==> src/hdl/rbf_poly_kernel_evaluator_top_assert.svh <==
// Assertion macros shared by the kernel evaluator RTL.
// Needs clk and arst_n in the scope of the module that uses them.
`ifndef RBF_POLY_KERNEL_EVALUATOR_TOP_ASSERT_SVH
`define RBF_POLY_KERNEL_EVALUATOR_TOP_ASSERT_SVH

// condition must never hold at a clock edge
`define RPK_ASSERT_NEVER(lbl, cond) \
	lbl: assert property (@(posedge clk) disable iff (!arst_n) !(cond)) \
		else $error("assertion failed");

// antecedent implies consequent at the next clock edge
`define RPK_ASSERT_NEXT(lbl, ante, cons) \
	lbl: assert property (@(posedge clk) disable iff (!arst_n) (ante) |=> (cons)) \
		else $error("assertion failed");

`endif

==> src/hdl/rpk_pkg.sv <==
// Shared types and constants of the RBF / polynomial kernel evaluator.
// No dependencies.
`default_nettype none
package rpk_pkg;
	localparam int ACC_W         = 48;
	localparam int QDEPTH_DEF    = 2;
	localparam int EXP_TERMS     = 20;
	localparam int EXP_SQUARINGS = 6;

	typedef enum logic [1:0] {
		REG_KERNEL_MODE = 2'd0,
		REG_RBF_SCALE   = 2'd1,
		REG_POLY_OFFSET = 2'd2,
		REG_POLY_ORDER  = 2'd3
	} reg_idx_t;

	localparam logic MODE_RBF  = 1'b0;
	localparam logic MODE_POLY = 1'b1;

	typedef struct packed {
		logic               kernel_mode;
		logic        [31:0] rbf_scale;
		logic signed [31:0] poly_offset;
		logic        [3:0]  poly_order;
	} cfg_t;

	typedef struct packed {
		logic signed [ACC_W-1:0] xx;
		logic signed [ACC_W-1:0] yy;
		logic signed [ACC_W-1:0] xy;
	} sums_t;
endpackage
`default_nettype wire

==> src/hdl/rpk_front.sv <==
// Front end: accepts element pairs and keeps three saturating dot products.
// Depends on rpk_pkg; pushes finished sums into the queue.
`default_nettype none
module rpk_front (
	input  wire               clk,
	input  wire               arst_n,
	input  wire               in_valid,
	output logic              in_ready,
	input  wire signed [15:0] x_elem,
	input  wire signed [15:0] y_elem,
	input  wire               last,
	output logic              push,
	output rpk_pkg::sums_t    push_data,
	input  wire               q_full
);
	import rpk_pkg::*;

	logic signed [ACC_W-1:0] xx_q, yy_q, xy_q;
	logic signed [31:0] pxx, pyy, pxy;
	sums_t nxt;
	logic acc_en;

	function automatic logic signed [ACC_W-1:0] sat_add(
		input logic signed [ACC_W-1:0] acc, input logic signed [31:0] p);
		logic signed [ACC_W:0] s;
		s = {acc[ACC_W-1], acc} + {{(ACC_W-31){p[31]}}, p};
		if (s[ACC_W] != s[ACC_W-1])
			sat_add = s[ACC_W] ? {1'b1, {(ACC_W-1){1'b0}}} : {1'b0, {(ACC_W-1){1'b1}}};
		else
			sat_add = s[ACC_W-1:0];
	endfunction

	// form products and next sums
	always_comb begin
		pxx = x_elem * x_elem;
		pyy = y_elem * y_elem;
		pxy = x_elem * y_elem;
		nxt.xx = sat_add(xx_q, pxx);
		nxt.yy = sat_add(yy_q, pyy);
		nxt.xy = sat_add(xy_q, pxy);
	end

	assign in_ready  = !q_full;
	assign acc_en    = in_valid && in_ready;
	assign push      = acc_en && last;
	assign push_data = nxt;

	// accumulate, clear after the last pair
	always_ff @(posedge clk or negedge arst_n) begin
		if (!arst_n) begin
			xx_q <= '0;
			yy_q <= '0;
			xy_q <= '0;
		end else if (acc_en) begin
			if (last) begin
				xx_q <= '0;
				yy_q <= '0;
				xy_q <= '0;
			end else begin
				xx_q <= nxt.xx;
				yy_q <= nxt.yy;
				xy_q <= nxt.xy;
			end
		end
	end
endmodule
`default_nettype wire

==> config.mk <==
export PLATFORM = sky130hd
export DESIGN_NAME = rpk_front
export DESIGN_NICKNAME = d
export VERILOG_FILES = /design/src/hdl/rbf_poly_kernel_evaluator_top_assert.svh /design/src/hdl/rpk_pkg.sv /design/src/hdl/rpk_front.sv
export SDC_FILE = /design/constraint.sdc
export NUM_CORES = 2
export LEC_CHECK = 0
export BUFFER_PORTS_ARGS = -buffer_cell sky130_fd_sc_hd__buf_2
export CAP_MARGIN = 25
export CELL_PAD_IN_SITES_DETAIL_PLACEMENT = 1
export CELL_PAD_IN_SITES_GLOBAL_PLACEMENT = 1
export CORE_ASPECT_RATIO = 0.9
export CORE_MARGIN = 2
export CORE_UTILIZATION = 56
export CTS_CLUSTER_DIAMETER = 80
export DETAILED_ROUTE_END_ITERATION = 12
export GPL_TIMING_DRIVEN = 0
export PLACE_DENSITY = 0.95
export SLEW_MARGIN = 40
export SYNTH_ARGS = -nofsm -noshare
export SYNTH_HDL_FRONTEND = slang
export SYNTH_SLANG_ARGS = --single-unit
==> constraint.sdc <==
create_clock -name clk -period 14.2 [get_ports clk]
set_input_delay 1.42 -clock clk [delete_from_list [all_inputs] [get_ports clk]]
set_output_delay 1.42 -clock clk [all_outputs]
set_load 0.02 [all_outputs]
==> impl_results.md, run 1 <==
* Post-CTS Setup Inserts at 0
* FF+latch count, synth at 144
* Top-Level Pins at about 180
* Outcome: stopped before the end
* Largest net degree at the start of global routing at 63
* Synth Cell Area at 47,700 um2
* Crit. endpoint post-GRT repair: push_data[12]
* Worst ep type: output port
* Die Wd at 312 um
* Chip height at 281 um
* Synthesized area per cell at 9.38 um2
* Final Wtd Congestion at between 0.9 and 1
* Total GRT Usage at between 70% and 80%
* Number of distinct library cells after synthesis at 96
* Log Error: [ERROR GRT-0232] Routing congestion too high. Check the congestion heatmap in the GUI.
* Synth warn at 0
* Grt total ovfl at 34
* Cells after Synth at 5,086
* TritonCTS buffer count at 17
* Predominant post-synthesis flop cell: dfrtp_1
* Stopped at: global routing
* Register area share after synthesis at around 7.6%
* Clock root buffer: clkbuf_16
* Synth async-reset ratio at 100%
* Clock Tree Buf Depth at 2
* IO Port Bufs at 177
* Site row count at 101
* Post-CTS sizing at 0
* Initial antenna violation count at 61
* Initial Utilization at 56.5%
* CTS Hold Buffers Added at 0
* Post-Syn Nets at 6,594
* Place WS at 0.813 ns
* Final HPWL from detailed placement at ~160,000 um
* Clk sinks at 144
* H-Tree Depth at 4
* Number of synthesized flops with an enable pin at 0
stage by stage:
| step | cells | instance area [um2] | hold slack [ns] |
|---|---|---|---|
| after CTS | 6429 | 50700 | 0.535 |
| after detailed placement | 6398 | 50100 | 0.510 |
| after global placement | 6396 | 50000 | 0.472 |
| after floorplan | 5086 | 47700 | 0.456 |
kinds of logic after synthesis:
logic type	count (synthesis)	synth area share, %
AO/OA/AOI/OAI	649	9.73
XOR/XNOR	163	3.02
adder cells (fa/ha/maj)	1579	57.1
buffers and inverters	1557	12.5
flip-flops	144	7.55
multiplexers	4	0.0865
AND/OR/NAND/NOR	990	9.97
Yosys cell counts (11+ instances only):
library cell,n,share of area [%]
o21ai_1,28,0.29
nand2_1,428,3.4
a21oi_1,168,1.8
ha_1,436,11
nand3_1,39,0.41
dfrtp_1,144,7.6
nand4_1,25,0.33
a31oi_1,22,0.29
maj3_1,108,2.3
inv_1,1344,11
buf_2,32,0.34
xnor2_1,104,1.9
nand2b_1,12,0.16
xor2_1,57,1.0
fa_1,1035,43
o211ai_1,11,0.17
and3_1,18,0.24
clkbuf_1,152,1.2
o21a_1,21,0.33
and2_1,184,2.4
a21o_1,78,1.2
nor2b_1,28,0.37
nor3_1,16,0.17
a221o_1,113,2.4
or2_2,13,0.17
o221ai_1,11,0.20
nor2_1,183,1.4
a211oi_1,18,0.28
o21ai_0,76,0.80
o21bai_1,19,0.30
metal layers:
metal,GRT overflow,GRT usage [%]
met1,4,72.7
met2,12,88.0
met5,2,59.1
met3,1,70.5
met4,15,70.1
==> inputs of run 2 (changes only) <==
Settings changed: CELL_PAD_IN_SITES_DETAIL_PLACEMENT 1 to not set, CELL_PAD_IN_SITES_GLOBAL_PLACEMENT 1 to not set, CORE_ASPECT_RATIO 0.9 to not set, CORE_UTILIZATION 56 to 40, CTS_CLUSTER_DIAMETER 80 to not set, PLACE_DENSITY 0.95 to not set, PLACE_DENSITY_LB_ADDON set to 0.15.
==> run 2 against run 1 <==
Against the previous run:
- the run now ends clean
- synthesized area unchanged
- synthesized cell count is the same
==> impl_results.md, run 2 <==
* Clock Tree Buf Depth at 2
* Final core utilization at a little over two fifths
* Initial antenna violation count at 10
* Min-Delay Path Depth at 2
* Routed Antenna Nets at 0
* Met3 Resource Use GR at between 4 and 5%
* Hold Vio Cnt, Final at 0
* Max-slew violation count at 0
* Largest regs: xx_q: 48 flops, xy_q: 48 flops, yy_q: 48 flops
* Max-cap viol count at 0
* Initial Utilization at 40.4%
* IO Port Bufs at 177
* Vias at 35,400
* WL final at between 100,000 and 150,000 um
* TritonCTS clock tree: built
* Drt pass-1 iters at 5
* Final HPWL from detailed placement at 126,000 um
* First-pass GRT wire length at 230,000 um
* Count leader, synth: inv_1
* FMAX at 77.5 MHz
* DR iter-0 viols at 2,478
* Average routed wire per standard cell at 21.4 um
* Synth top area share at 43.4%
* Clock root buffer: clkbuf_16
* Critical path data required time at 12.78 ns
* Most frequent cells after synthesis: 1,344 x inv_1, 1,035 x fa_1, 436 x ha_1
* Synth async-reset ratio at 100%
* Vias in the first global route at 37,200
* Synth Cell Area at between 40,000 and 50,000 um2
* Cells after Synth at 5,086
* Number of synthesized flops with an enable pin at 0
* Largest net degree at the start of global routing at 62
* Final setup TNS at 0 ns
* Synthesized area per cell at 9.38 um2
* Core box area at 118,000 um2
* Worst Hold Slack at 0.502 ns
* Clk slew on worst S/H paths at 0.07 ns
* CP endpoint kind: output pin
* Chip height at 349 um
* GRT Max-Usage Layer: met2
* TritonCTS buffer count at 17
* Max incr delay on CP at about 1.1 ns
* Leading area contributor after synthesis: fa_1
* Reg2Reg Depth at 24
* Total GRT Usage at ~25%
* CP Launch Type: primary input
* Fraction of layout cells with a size suffix above 1 at under 10%
* Die area at 122,000 um2
* GR Util met2 at roughly two fifths
* Predominant post-synthesis flop cell: dfrtp_1
* Final period util at 90.9%
* Worst-skew pair later-pin latency at between 0.5 and 0.6 ns
* CP max FO at 10
* Dominant cells by area after synthesis: fa_1 43%, ha_1 11%, inv_1 11%, dfrtp_1 7.6%, nand2_1 3.4%
* Top-Level Pins at 183
* Register area share after synthesis at 7.55%
* Slew margin rel. at 36.5%
* Site row count at 126
* Final Wtd Congestion at 0.905
* Die Wd at 349 um
* Drt via density at 5.17
* H-Tree Depth at 4
* Max Clock Skew at 0.0173 ns
* Most frequent cells in the layout: 1,342 x inv_1, 1,032 x fa_1, 436 x ha_1
* Final min period at 12.91 ns
* Clk sinks at 144
* Setup Viol. Count Final at 0
* M1 GR Usage at 37.3%
* Post-CTS Setup Inserts at 0
* Hold WC Path Type: reg -> reg
* CTS Hold Buffers Added at 0
* Grt total ovfl at 0
* Number of distinct library cells after synthesis at 96
* DRC errors left at 0
* Worst EP arrival at 11.49 ns
* Crit Path Class: in -> out
* Syn-to-layout area delta at 7.80%
* Fin nets at 6,798
* Post-CTS sizing at 0
* Outcome: finished, final reports clean
* FF+latch count, synth at 144
* Slowest cell on the critical path: fa_1
* Commonest non-fill, non-tap cell in the layout: inv_1
* Post-Syn Nets at 6,594
* Worst-margin pin slew at 0.952 ns
* RSZ-0062 raised after global routing: false
* Synth warn at 0
-- run 2: cell counts after synthesis --
Identical to the previous run, type by type.
-- run 2: routing by layer --
layer  vias up  share of wire [%]
li1      16000                  -
met1     18200                 47
met2      1024                 45
met3        97                6.5
met4         2                1.5
met5         -             0.0089
-- run 2: worst max-delay path: cells and delay by family --
kind | cells | cell delay, ns
AO/OA/AOI/OAI | 5 | 1.32
XOR/XNOR | 1 | 0.24
adder cells (fa/ha/maj) | 7 | 4.85
buffers and inverters | 12 | 3.29
AND/OR/NAND/NOR | 3 | 0.34
-- run 2: layout make-up --
type	instances	area [um2]
tap	1536	1920
clock inverter	13	176
buffer	208	948
multi-input combinational	3385	38200
fill	11800	66800
inverter	1349	5070
timing repair buffer	185	1070
antenna	5	12.5
sequential	144	3600
clock buffer	19	443
-- run 2: worst paths after layout --
check,startpoint,endpoint,slack (ns)
worst max register to register,xx_q[31]$_DFFE_PN0P_,xx_q[28]$_DFFE_PN0P_,6.89
worst min register to register,xx_q[47]$_DFFE_PN0P_,xx_q[47]$_DFFE_PN0P_,0.50
max in group asynchronous,arst_n,xx_q[19]$_DFFE_PN0P_,12.40
worst max-delay path,y_elem[15],push_data[53],1.29
min in group asynchronous,arst_n,yy_q[42]$_DFFE_PN0P_,0.75
worst min-delay path,xx_q[47]$_DFFE_PN0P_,xx_q[47]$_DFFE_PN0P_,0.50
-- run 2: stage by stage --
stage          worst slack, ns  cells  instance area (um2)
2_1_floorplan             3.83   5086                47700
3_3_place_gp              1.10   6799                50500
3_5_place_dp              1.42   6806                50800
4_1_cts                   1.39   6838                51400
5_1_grt                  0.864   6841                51400
6_report                  1.29   6844                51400
-- run 2: kinds of logic after synthesis --
group,count (synthesis),synth area share [%]
adders and majority gates,1579,57.1
buffers and inverters,1557,12.5
and+or+nand+nor,990,9.97
AOI/OAI and AO/OA,649,9.73
xor gates and xnor gates,163,3.02
DFF,144,7.55
muxes,4,0.0865
Power of run 2 is left out: the tool's default activity adds up to more than one toggle a clock period on the data nets, which glitch-free logic cannot reach.
