--- config.mk ---
export PLATFORM = sky130hd
export DESIGN_NAME = rpk_queue
export DESIGN_NICKNAME = d
export VERILOG_FILES = /design/src/hdl/rpk_pkg.sv /design/src/hdl/rpk_queue.sv
export VERILOG_INCLUDE_DIRS = /design/src /design/src/hdl
export SDC_FILE = /design/constraint.sdc
export NUM_CORES = 1
export LEC_CHECK = 0
export ABC_AREA = 1
export BUFFER_PORTS_ARGS = -buffer_cell sky130_fd_sc_hd__buf_2
export CAP_MARGIN = 20
export CELL_PAD_IN_SITES_DETAIL_PLACEMENT = 0
export CELL_PAD_IN_SITES_GLOBAL_PLACEMENT = 1
export CORE_ASPECT_RATIO = 2
export CORE_MARGIN = 5
export CORE_UTILIZATION = 41
export CTS_BUF_LIST = sky130_fd_sc_hd__clkbuf_8
export DETAILED_ROUTE_END_ITERATION = 10
export HOLD_SLACK_MARGIN = 0.15
export PLACE_DENSITY_LB_ADDON = 0.1
export SLEW_MARGIN = 25
export SYNTH_ARGS = -nofsm -noshare
export SYNTH_HDL_FRONTEND = slang
export SYNTH_SLANG_ARGS = --single-unit
--- constraint.sdc ---
create_clock -name clk -period 7.1 [get_ports clk]
set_input_delay 0.71 -clock clk [delete_from_list [all_inputs] [get_ports clk]]
set_output_delay 0.71 -clock clk [all_outputs]
set_load 0.005 [all_outputs]
--- src/hdl/rbf_poly_kernel_evaluator_top_assert.svh ---
// Assertion macros shared by the kernel evaluator RTL.
// Needs clk and arst_n in the scope of the module that uses them.
`ifndef RBF_POLY_KERNEL_EVALUATOR_TOP_ASSERT_SVH
`define RBF_POLY_KERNEL_EVALUATOR_TOP_ASSERT_SVH

// condition must never hold at a clock edge
`define RPK_ASSERT_NEVER(lbl, cond) \
	lbl: assert property (@(posedge clk) disable iff (!arst_n) !(cond)) \
		else $error("assertion failed");

// antecedent implies consequent at the next clock edge
`define RPK_ASSERT_NEXT(lbl, ante, cons) \
	lbl: assert property (@(posedge clk) disable iff (!arst_n) (ante) |=> (cons)) \
		else $error("assertion failed");

`endif

--- src/hdl/rpk_pkg.sv ---
// Shared types and constants of the RBF / polynomial kernel evaluator.
// No dependencies.
`default_nettype none
package rpk_pkg;
	localparam int ACC_W         = 48;
	localparam int QDEPTH_DEF    = 2;
	localparam int EXP_TERMS     = 20;
	localparam int EXP_SQUARINGS = 6;

	typedef enum logic [1:0] {
		REG_KERNEL_MODE = 2'd0,
		REG_RBF_SCALE   = 2'd1,
		REG_POLY_OFFSET = 2'd2,
		REG_POLY_ORDER  = 2'd3
	} reg_idx_t;

	localparam logic MODE_RBF  = 1'b0;
	localparam logic MODE_POLY = 1'b1;

	typedef struct packed {
		logic               kernel_mode;
		logic        [31:0] rbf_scale;
		logic signed [31:0] poly_offset;
		logic        [3:0]  poly_order;
	} cfg_t;

	typedef struct packed {
		logic signed [ACC_W-1:0] xx;
		logic signed [ACC_W-1:0] yy;
		logic signed [ACC_W-1:0] xy;
	} sums_t;
endpackage
`default_nettype wire

--- src/hdl/rpk_queue.sv ---
// Short queue of finished dot-product sets between front and back end.
// Depends on rpk_pkg and the assertion macro header.
`default_nettype none
module rpk_queue #(
	parameter int DEPTH = rpk_pkg::QDEPTH_DEF
) (
	input  wire            clk,
	input  wire            arst_n,
	input  wire            push,
	input  rpk_pkg::sums_t push_data,
	output logic           full,
	input  wire            pop,
	output logic           not_empty,
	output rpk_pkg::sums_t head
);
	import rpk_pkg::*;
	`include "rbf_poly_kernel_evaluator_top_assert.svh"

	localparam int PW = (DEPTH > 1) ? $clog2(DEPTH) : 1;
	localparam int CW = $clog2(DEPTH + 1);

	sums_t mem_q [DEPTH];
	logic [PW-1:0] wr_q, rd_q;
	logic [CW-1:0] count_q;

	assign full      = (count_q == CW'(DEPTH));
	assign not_empty = (count_q != '0);
	assign head      = mem_q[rd_q];

	// hold entries
	always_ff @(posedge clk) begin
		if (push) mem_q[wr_q] <= push_data;
	end

	// advance pointers and count
	always_ff @(posedge clk or negedge arst_n) begin
		if (!arst_n) begin
			wr_q    <= '0;
			rd_q    <= '0;
			count_q <= '0;
		end else begin
			if (push) wr_q <= (wr_q == PW'(DEPTH - 1)) ? '0 : wr_q + 1'b1;
			if (pop)  rd_q <= (rd_q == PW'(DEPTH - 1)) ? '0 : rd_q + 1'b1;
			if (push && !pop)      count_q <= count_q + 1'b1;
			else if (pop && !push) count_q <= count_q - 1'b1;
		end
	end

	`RPK_ASSERT_NEVER(a_push_full, push && full && !pop)
	`RPK_ASSERT_NEVER(a_pop_empty, pop && !not_empty)
	`RPK_ASSERT_NEXT(a_count_up, push && !pop, count_q == $past(count_q) + 1'b1)
endmodule
`default_nettype wire

Word-level counts from Yosys, hierarchy flattened
Memory sizes are Yosys's and may differ from the RTL's.
Cells that the tools add are included.
{ "classes": {"reduce_logical": 6, "multipliers": 0, "shifts": 0, "magnitude_cmp": 0, "div": 0, "eq_ne": 1, "add_sub_neg": 4, "n_bitwise": 0, "n_mux": 6} }
{ "op_table": {"columns": ["op", "n"], "rows": [
  ["1-bit 2-to-1 mux", 4],
  ["2-bit 2-to-1 mux", 2],
  ["2-bit nonzero test", 2],
  ["1-bit adder (second input constant)", 2],
  ["2-bit by 1-bit adder with 2-bit output (second input constant)", 1],
  ["2-bit == test (second input constant)", 1],
  ["1-bit logical AND", 2],
  ["1-bit zero test", 2],
  ["2-bit by 1-bit subtractor with 2-bit output (second input constant)", 1]
]} }
{ "totals": {"latch_bits": 0, "reg_bits": 4, "output_inout_bits": 146, "elab_cells": 21, "rom_bits": 0, "mem_count": 1, "ram_bits": 288, "input_bits": 148} }
{ "memory_table": {"columns": ["memory", "depth", "word_bits", "rd", "rd_ports_with_merged_regs", "wr", "line", "rtl"], "rows": [
  ["mem_q", 2, 144, 1, 0, 1, "rpk_queue.sv:22", "sums_t mem_q [DEPTH];"]
]} }

Longest topological paths before layout
Gate-level depths: netlist of run 1.
{ "depth": {"ltp_word": 4, "ltp_mapped": 7, "depth_no_buf": 7} }

Worst setup path after synthesis of run 1
Ideal clock, no wire load.
{ "synth_path": {"path_kind": "input -> register", "from": "input port push", "to": "memory mem_q[0][0] (netlist name) (enable)", "arrival_time_ps": 6771, "setup_ps": 653, "path_stages": 2, "setup_slack_ps": -325, "n_path_buf": 0, "cell_sequence": "inv_1 > nor2_1"} }
{ "synth_between": {"elab_chain_cells": 2} }
{ "synth_rtl": {"columns": ["item", "line", "rtl"], "rows": [
  ["start, declared", "rpk_queue.sv:9", "input wire push,"],
  ["1-bit 2-to-1 mux", "rpk_queue.sv:32", "if (push) mem_q[wr_q] <= push_data;"],
  ["1-bit 2-to-1 mux (implied by the code)", "rpk_queue.sv:32", null],
  ["end, declared", "rpk_queue.sv:22", null]
]} }
No other way between the ends.

==> impl_metrics.ini, run 1 <==
[status]
status = finished clean

[sta]
slew_viol_final = 0
fmax_ghz = 0.265
tns_ns = 0
whs_ns = 0.373
fin_skew_ns = 0.00873
worst_pin_slew_ns = 0.982
hold_viol_final = 0
post-route-period-util_pct = 53.2
setup_viol = 0
worst_slack_ns = 3.32
grt_setup_unrepaired = no
post-route-min-period_ns = 3.78
max_slew_margin_pct = 34.5

[min_path]
hold_depth = 1
hold_start = push_data[50]
min_to = mem_q[0][50]
min_path_type = input pin to register

[setup_path]
crit_path_max_fanout = 71
r2r-start = rd_q
path_class = register to primary output
r2r_slack_ns = 4.90
startpoint_type = register
worst_ep_required_time_ns = 6.39
crit_arrival_ns = 3.07
end_kind = primary output
worst_r2r_endpoint = rd_q
reg2reg_depth = 2

[floorplan]
start_util_pct = 41.2
ios = 294
row_count = 84
die_w_microns = 125
die_area_sq_mm = 0.0299
core_area_sq_mm = 0.0262
die_y_microns = 239

[route]
vias = 5482
vias_per_cell = 4.67
antenna_left = 0
routedWlPerCell_microns = 20.0
drt_iter0_drc = 252
firstDrtPassIters = 4
routed_wl_microns = 23500
post-route-drc-count = 0

[final_layout]
final_cells = 1174
postLayoutCoreUtil_pct = 51.0
mostFrequentLayoutCell = buf_2
post_route_cells_drive_above_1_share_pct = 59.9
final_nets = 948
final_cell_mix = buf_2, edfxtp_1, mux2_2, mux2_4, clkbuf_8
final_area_sq_mm = 0.0133
layout-area-overhead-vs-synth_pct = 23.6
fillCellCount = 2217

[pwr]
pwr-share-seq_pct = 49.5
clockPowerShare_pct = 22.7
switching_share_pct = 27.6
ir_worst_vdd_v = 0.000196
p_per_area_mw_per_mm2 = 370
power_frac_comb_pct = 27.8
p_int_mw = 3.57
total_power_mw = 4.94
power.leakage_nw = 5.20
p_switching_mw = 1.36

[synthesis]
yosysSeqAreaShare_pct = 81.1
ys_types = 14
ys_ff_latch = 292
yosys_warnings = 0
syn_nets = 622
synth_top_area_share_pct = 80.2
yosysTopAreaCell = edfxtp_1
synthesis.area_sq_mm = 0.0108
synth_area_leaders = edfxtp_1, mux2_2, mux2_4, dfrtp_1, buf_6
synth.avg_cell_area_sq_um = 22.8
syn_inst = 473

[clock_network]
numCtsBuffers = 41
clkSinkCount = 292
clk_latency_ns = 0.52
htreeDepth = 2
cts_tree = built
cts_root_buffer = clkbuf_8
clkTransAtPathRegs_ns = 0.06
cts_setup_buffers = 0
clockBufferDepth = 3

[grt]
grt_util_all_layers_pct = 15.4
grt_first_pass_wirelength_microns = 35000
grt-ovfl-total = 0
grt_pass1_vias = 6312
antenna_found_initial = 7
grt_max_degree = 76

[placed_design]
placed_area_sq_mm = 0.0126
port_buffers = 293
post-place-cells = 1099
post-place-ws_ns = 3.76
place_congestion = 0.762
hpwlAfterDp_microns = 16400

[run]
cap_violations = 0
## sequential cells by signal, summed over array words and instances, names as in the netlist
signal	flops
mem_q	288
count_q	2
rd_q	1
wr_q	1
## cells by family after synthesis
| family | share of synthesized area [%] |
|---|---|
| buffers and inverters | 1.39 |
| XOR/XNOR | 0.244 |
| adder cells (fa/ha/maj) | 0.116 |
| flip-flops | 81.1 |
| AND/OR/NAND/NOR | 0.383 |
| multiplexers | 16.8 |
## how the worst max path moves through the flow
stage | cells after the start | from | slack, ns | end
3_3_place_gp | 3 | rd_q | 3.81 | head[133]
3_5_place_dp | 3 | rd_q | 3.76 | head[133]
6_report | 3 | rd_q | 3.32 | head[133]
2_1_floorplan | 2 | push | 2.19 | mem_q[0][0]
4_1_cts | 3 | rd_q | 3.16 | head[133]
5_1_grt | 3 | rd_q | 3.10 | head[133]
## routing by layer
layer  up-vias  track usage, %  part of all wire, %
li1       2533               -                    -
met1      2668            14.1                   31
met2       224            29.7                   58
met3        57            4.95                  7.4
met4         0            7.88                  4.5
met5         -               0                    0
## worst max-delay path, cell delays in order (launching register included)
cell and delay [ns]:
dfrtp_4 1.02, buf_4 0.85, mux2_2 0.46, buf_2 0.14
## power groups by stage
| stage | Combinational (mW) | Clock [mW] | Sequential [mW] |
|---|---|---|---|
| finish | 1.37 | 1.12 | 2.44 |
| global route | 1.49 | 1.26 | 2.48 |
| CTS | 1.43 | 1.18 | 2.45 |
| detailed placement | 1.42 | 0 | 2.49 |
| global placement | 1.41 | 0 | 2.47 |
| floorplan | 0.918 | 0 | 2.42 |
## synthesized netlist by cell type
library cell  instances
buf_6                 7
mux2_4               50
nor2_1                2
nand3_1               1
dfrtp_1               4
mux2_2               94
xor2_1                2
edfxtp_1            288
nand4_1               1
nand2_1               6
buf_2                 9
ha_1                  1
xnor2_1               1
inv_1                 7
## area by class of cell
type	instances	area (sq um)	share of cell area, %
antenna	8	20.0	0.150
timing repair buffer	299	1520	11.4
clock inverter	23	93.8	0.704
clock buffer	43	592	4.44
sequential	292	8750	65.6
inverter	7	31.3	0.235
multi-input combinational	158	1900	14.2
tap	344	430	3.23
## timing repair
| action | CTS | global route |
|---|---|---|
| hold buffers | 1 | 0 |
| hold endpoints to repair | 4 | 0 |
| resized for setup | 0 | 0 |
(Power assumes the default switching activity.)
==> inputs of run 2 (changes only) <==
--- a/config.mk
+++ b/config.mk
@@ -6,14 +6,14 @@
 export SDC_FILE = /design/constraint.sdc
 export NUM_CORES = 1
 export LEC_CHECK = 0
-export ABC_AREA = 1
+export ABC_AREA = 0
 export BUFFER_PORTS_ARGS = -buffer_cell sky130_fd_sc_hd__buf_2
 export CAP_MARGIN = 20
 export CELL_PAD_IN_SITES_DETAIL_PLACEMENT = 0
 export CELL_PAD_IN_SITES_GLOBAL_PLACEMENT = 1
 export CORE_ASPECT_RATIO = 2
 export CORE_MARGIN = 5
-export CORE_UTILIZATION = 41
+export CORE_UTILIZATION = 46
 export CTS_BUF_LIST = sky130_fd_sc_hd__clkbuf_8
 export DETAILED_ROUTE_END_ITERATION = 10
 export HOLD_SLACK_MARGIN = 0.15
==> constraint.sdc (replaced) <==
create_clock -name clk -period 3.57 [get_ports clk]
set_input_delay 0.357 -clock clk [delete_from_list [all_inputs] [get_ports clk]]
set_output_delay 0.357 -clock clk [all_outputs]
set_load 0.005 [all_outputs]
==> impl_metrics.ini, run 2 <==
[synthesis]
ys.flop_type = edfxtp_1
yosysSeqAreaShare_pct = 81.2
synth_commonest_cells = edfxtp_1, mux2_2, mux2_4
syn_inst = 464
synth.avg_cell_area_sq_um = 23.2
ys_ff_latch = 292
yosysMostFrequentCell = edfxtp_1
synthesis.area_sq_mm = 0.0108
synth_edf_count = 288
synth_area_leaders = edfxtp_1, mux2_2, mux2_4, dfrtp_1, buf_6
ys_types = 14
syn_nets = 613
synth_top_area_share_pct = 80.3
yosysTopAreaCell = edfxtp_1
yosys_warnings = 0
async_flop_share_pct = 1.37

[sta]
worst_pin_slew_ns = 0.827
max_slew_margin_pct = 44.9
hold_viol_final = 0
grt_setup_unrepaired = no
fmax_ghz = 0.369
whs_ns = 0.496
slew_viol_final = 0
setup_viol = 0
post-route-min-period_ns = 2.71
worst_slack_ns = 0.858
tns_ns = 0
fin_skew_ns = 0.0125
post-route-period-util_pct = 76.0

[pwr]
p_int_mw = 7.29
ir_worst_vdd_v = 0.000379
clockPowerShare_pct = 22.6
p_switching_mw = 2.74
p_per_area_mw_per_mm2 = 679
total_power_mw = 10.0
power.leakage_nw = 5.82
pwr-share-seq_pct = 48.2
switching_share_pct = 27.3
power_frac_comb_pct = 29.2

[final_layout]
layout-area-overhead-vs-synth_pct = 37.3
final_cell_mix = buf_2, edfxtp_1, dlygate4sd3_1, mux2_2, mux2_4
regArea_sq_mm = 0.00875
largest_reg_flops = 288
multi_input_area_sq_mm = 0.00190
mostFrequentLayoutCell = buf_2
final_area_sq_mm = 0.0148
post_route_cells_drive_above_1_share_pct = 51.1
final_nets = 1089
final_cells = 1251
largestRegisters = mem_q: 288 flops, count_q: 2 flops
postLayoutCoreUtil_pct = 63.6
fillCellCount = 1690
regMostFlops = mem_q

[route]
wl_met2_microns = 13400
vias = 6031
vias_per_cell = 4.82
wl_met3_microns = 1620
wl_met1_microns = 7770
post-route-drc-count = 0
dr.max_layer_used = met4
antenna_left = 0
firstDrtPassIters = 4
routed_wl_microns = 23700
drt_iter0_drc = 230
routedWlPerCell_microns = 18.9

[setup_path]
r2r_slack_ns = 1.66
end_kind = primary output
reg2reg_depth = 2
r2r-start = wr_q
startpoint_type = register
worst_ep_required_time_ns = 3.21
worst_r2r_endpoint = mem_q[1][69]
crit_path_max_fanout = 49
crit_arrival_ns = 2.36
path_class = register to primary output

[clock_network]
post_cts_resized = 0
cts_tree = built
hold_buffers = 149
clkTransAtPathRegs_ns = 0.06
clockBufferDepth = 3
cts_setup_buffers = 0
numCtsBuffers = 40
htreeDepth = 2
clkSinkCount = 292
cts_root_buffer = clkbuf_8
clk_latency_ns = 0.52

[floorplan]
core_area_sq_mm = 0.0232
row_count = 79
die_w_microns = 118
die_area_sq_mm = 0.0268
start_util_pct = 46.4
ios = 294
die_y_microns = 226

[placed_design]
placed_area_sq_mm = 0.0126
port_buffers = 293
hpwlAfterDp_microns = 15900
post-place-ws_ns = 1.36
post-place-cells = 1032
place_congestion = 0.767

[min_path]
min_path_type = register to register
hold_depth = 1
hold_start = count_q[1]
min_to = count_q[1]

[run]
cap_violations = 0

[status]
status = finished clean

[grt]
grt_pass1_vias = 6832
grt_first_pass_wirelength_microns = 36400
grt-ovfl-total = 0
grt_util_all_layers_pct = 17.2
antenna_found_initial = 1
grt_max_degree = 84
==> run 2: changes by cell type in the layout (fill, tap and decap cells not counted), moves of 2 or more <==
cell	delta
dlygate4sd3_1	+148
diode_2	-7
clkinv_1	+6
inv_1	-6
nand2_1	-6
buf_12	+4
buf_6	-2
clkbuf_8	-2
xor2_1	+2
==> run 2: cell families after synthesis <==
logic type	count (synthesis)	share of synthesized area, %
mux	144	16.8
flops	292	81.2
fa+ha+maj	1	0.116
simple gates	5	0.267
buf+inv	17	1.18
xor+xnor	5	0.407
==> run 2: worst max-delay path by stage <==
stage | cells after the start | end | startpoint
floorplan | 1 | mem_q[0][0] | wr_q
global placement | 3 | head[24] | rd_q
detailed placement | 3 | head[24] | rd_q
CTS | 3 | head[24] | rd_q
global route | 3 | head[27] | rd_q
finish | 3 | head[63] | rd_q
==> run 2: worst max-delay path, cell delays in order (launching register included) <==
cell     delay (ns)
dfrtp_4        0.94
buf_12         0.32
mux2_2         0.38
buf_2          0.14
==> run 2: power groups by stage <==
stage	sequential, mW	combinational (mW)	clock, mW
after floorplan	4.76	1.82	0
after global routing	4.90	3.16	2.52
after global placement	4.88	2.84	0
after CTS	4.86	3.00	2.36
final	4.84	2.93	2.27
after detailed placement	4.93	2.86	0
==> run 2: layer usage <==
layer / vias up / track usage (%)
li1: 2803 / -
met5: - / 0
met1: 2957 / 17.5
met4: 0 / 7.85
met2: 221 / 32.2
met3: 50 / 5.02
==> run 2: cell type report <==
class	count	share of cell area, %
antenna	1	0.0169
clock inverter	28	0.914
timing repair buffer	450	20.8
tap	283	2.40
clock buffer	41	3.82
inverter	1	0.0254
multi-input combinational	155	12.9
sequential	292	59.2
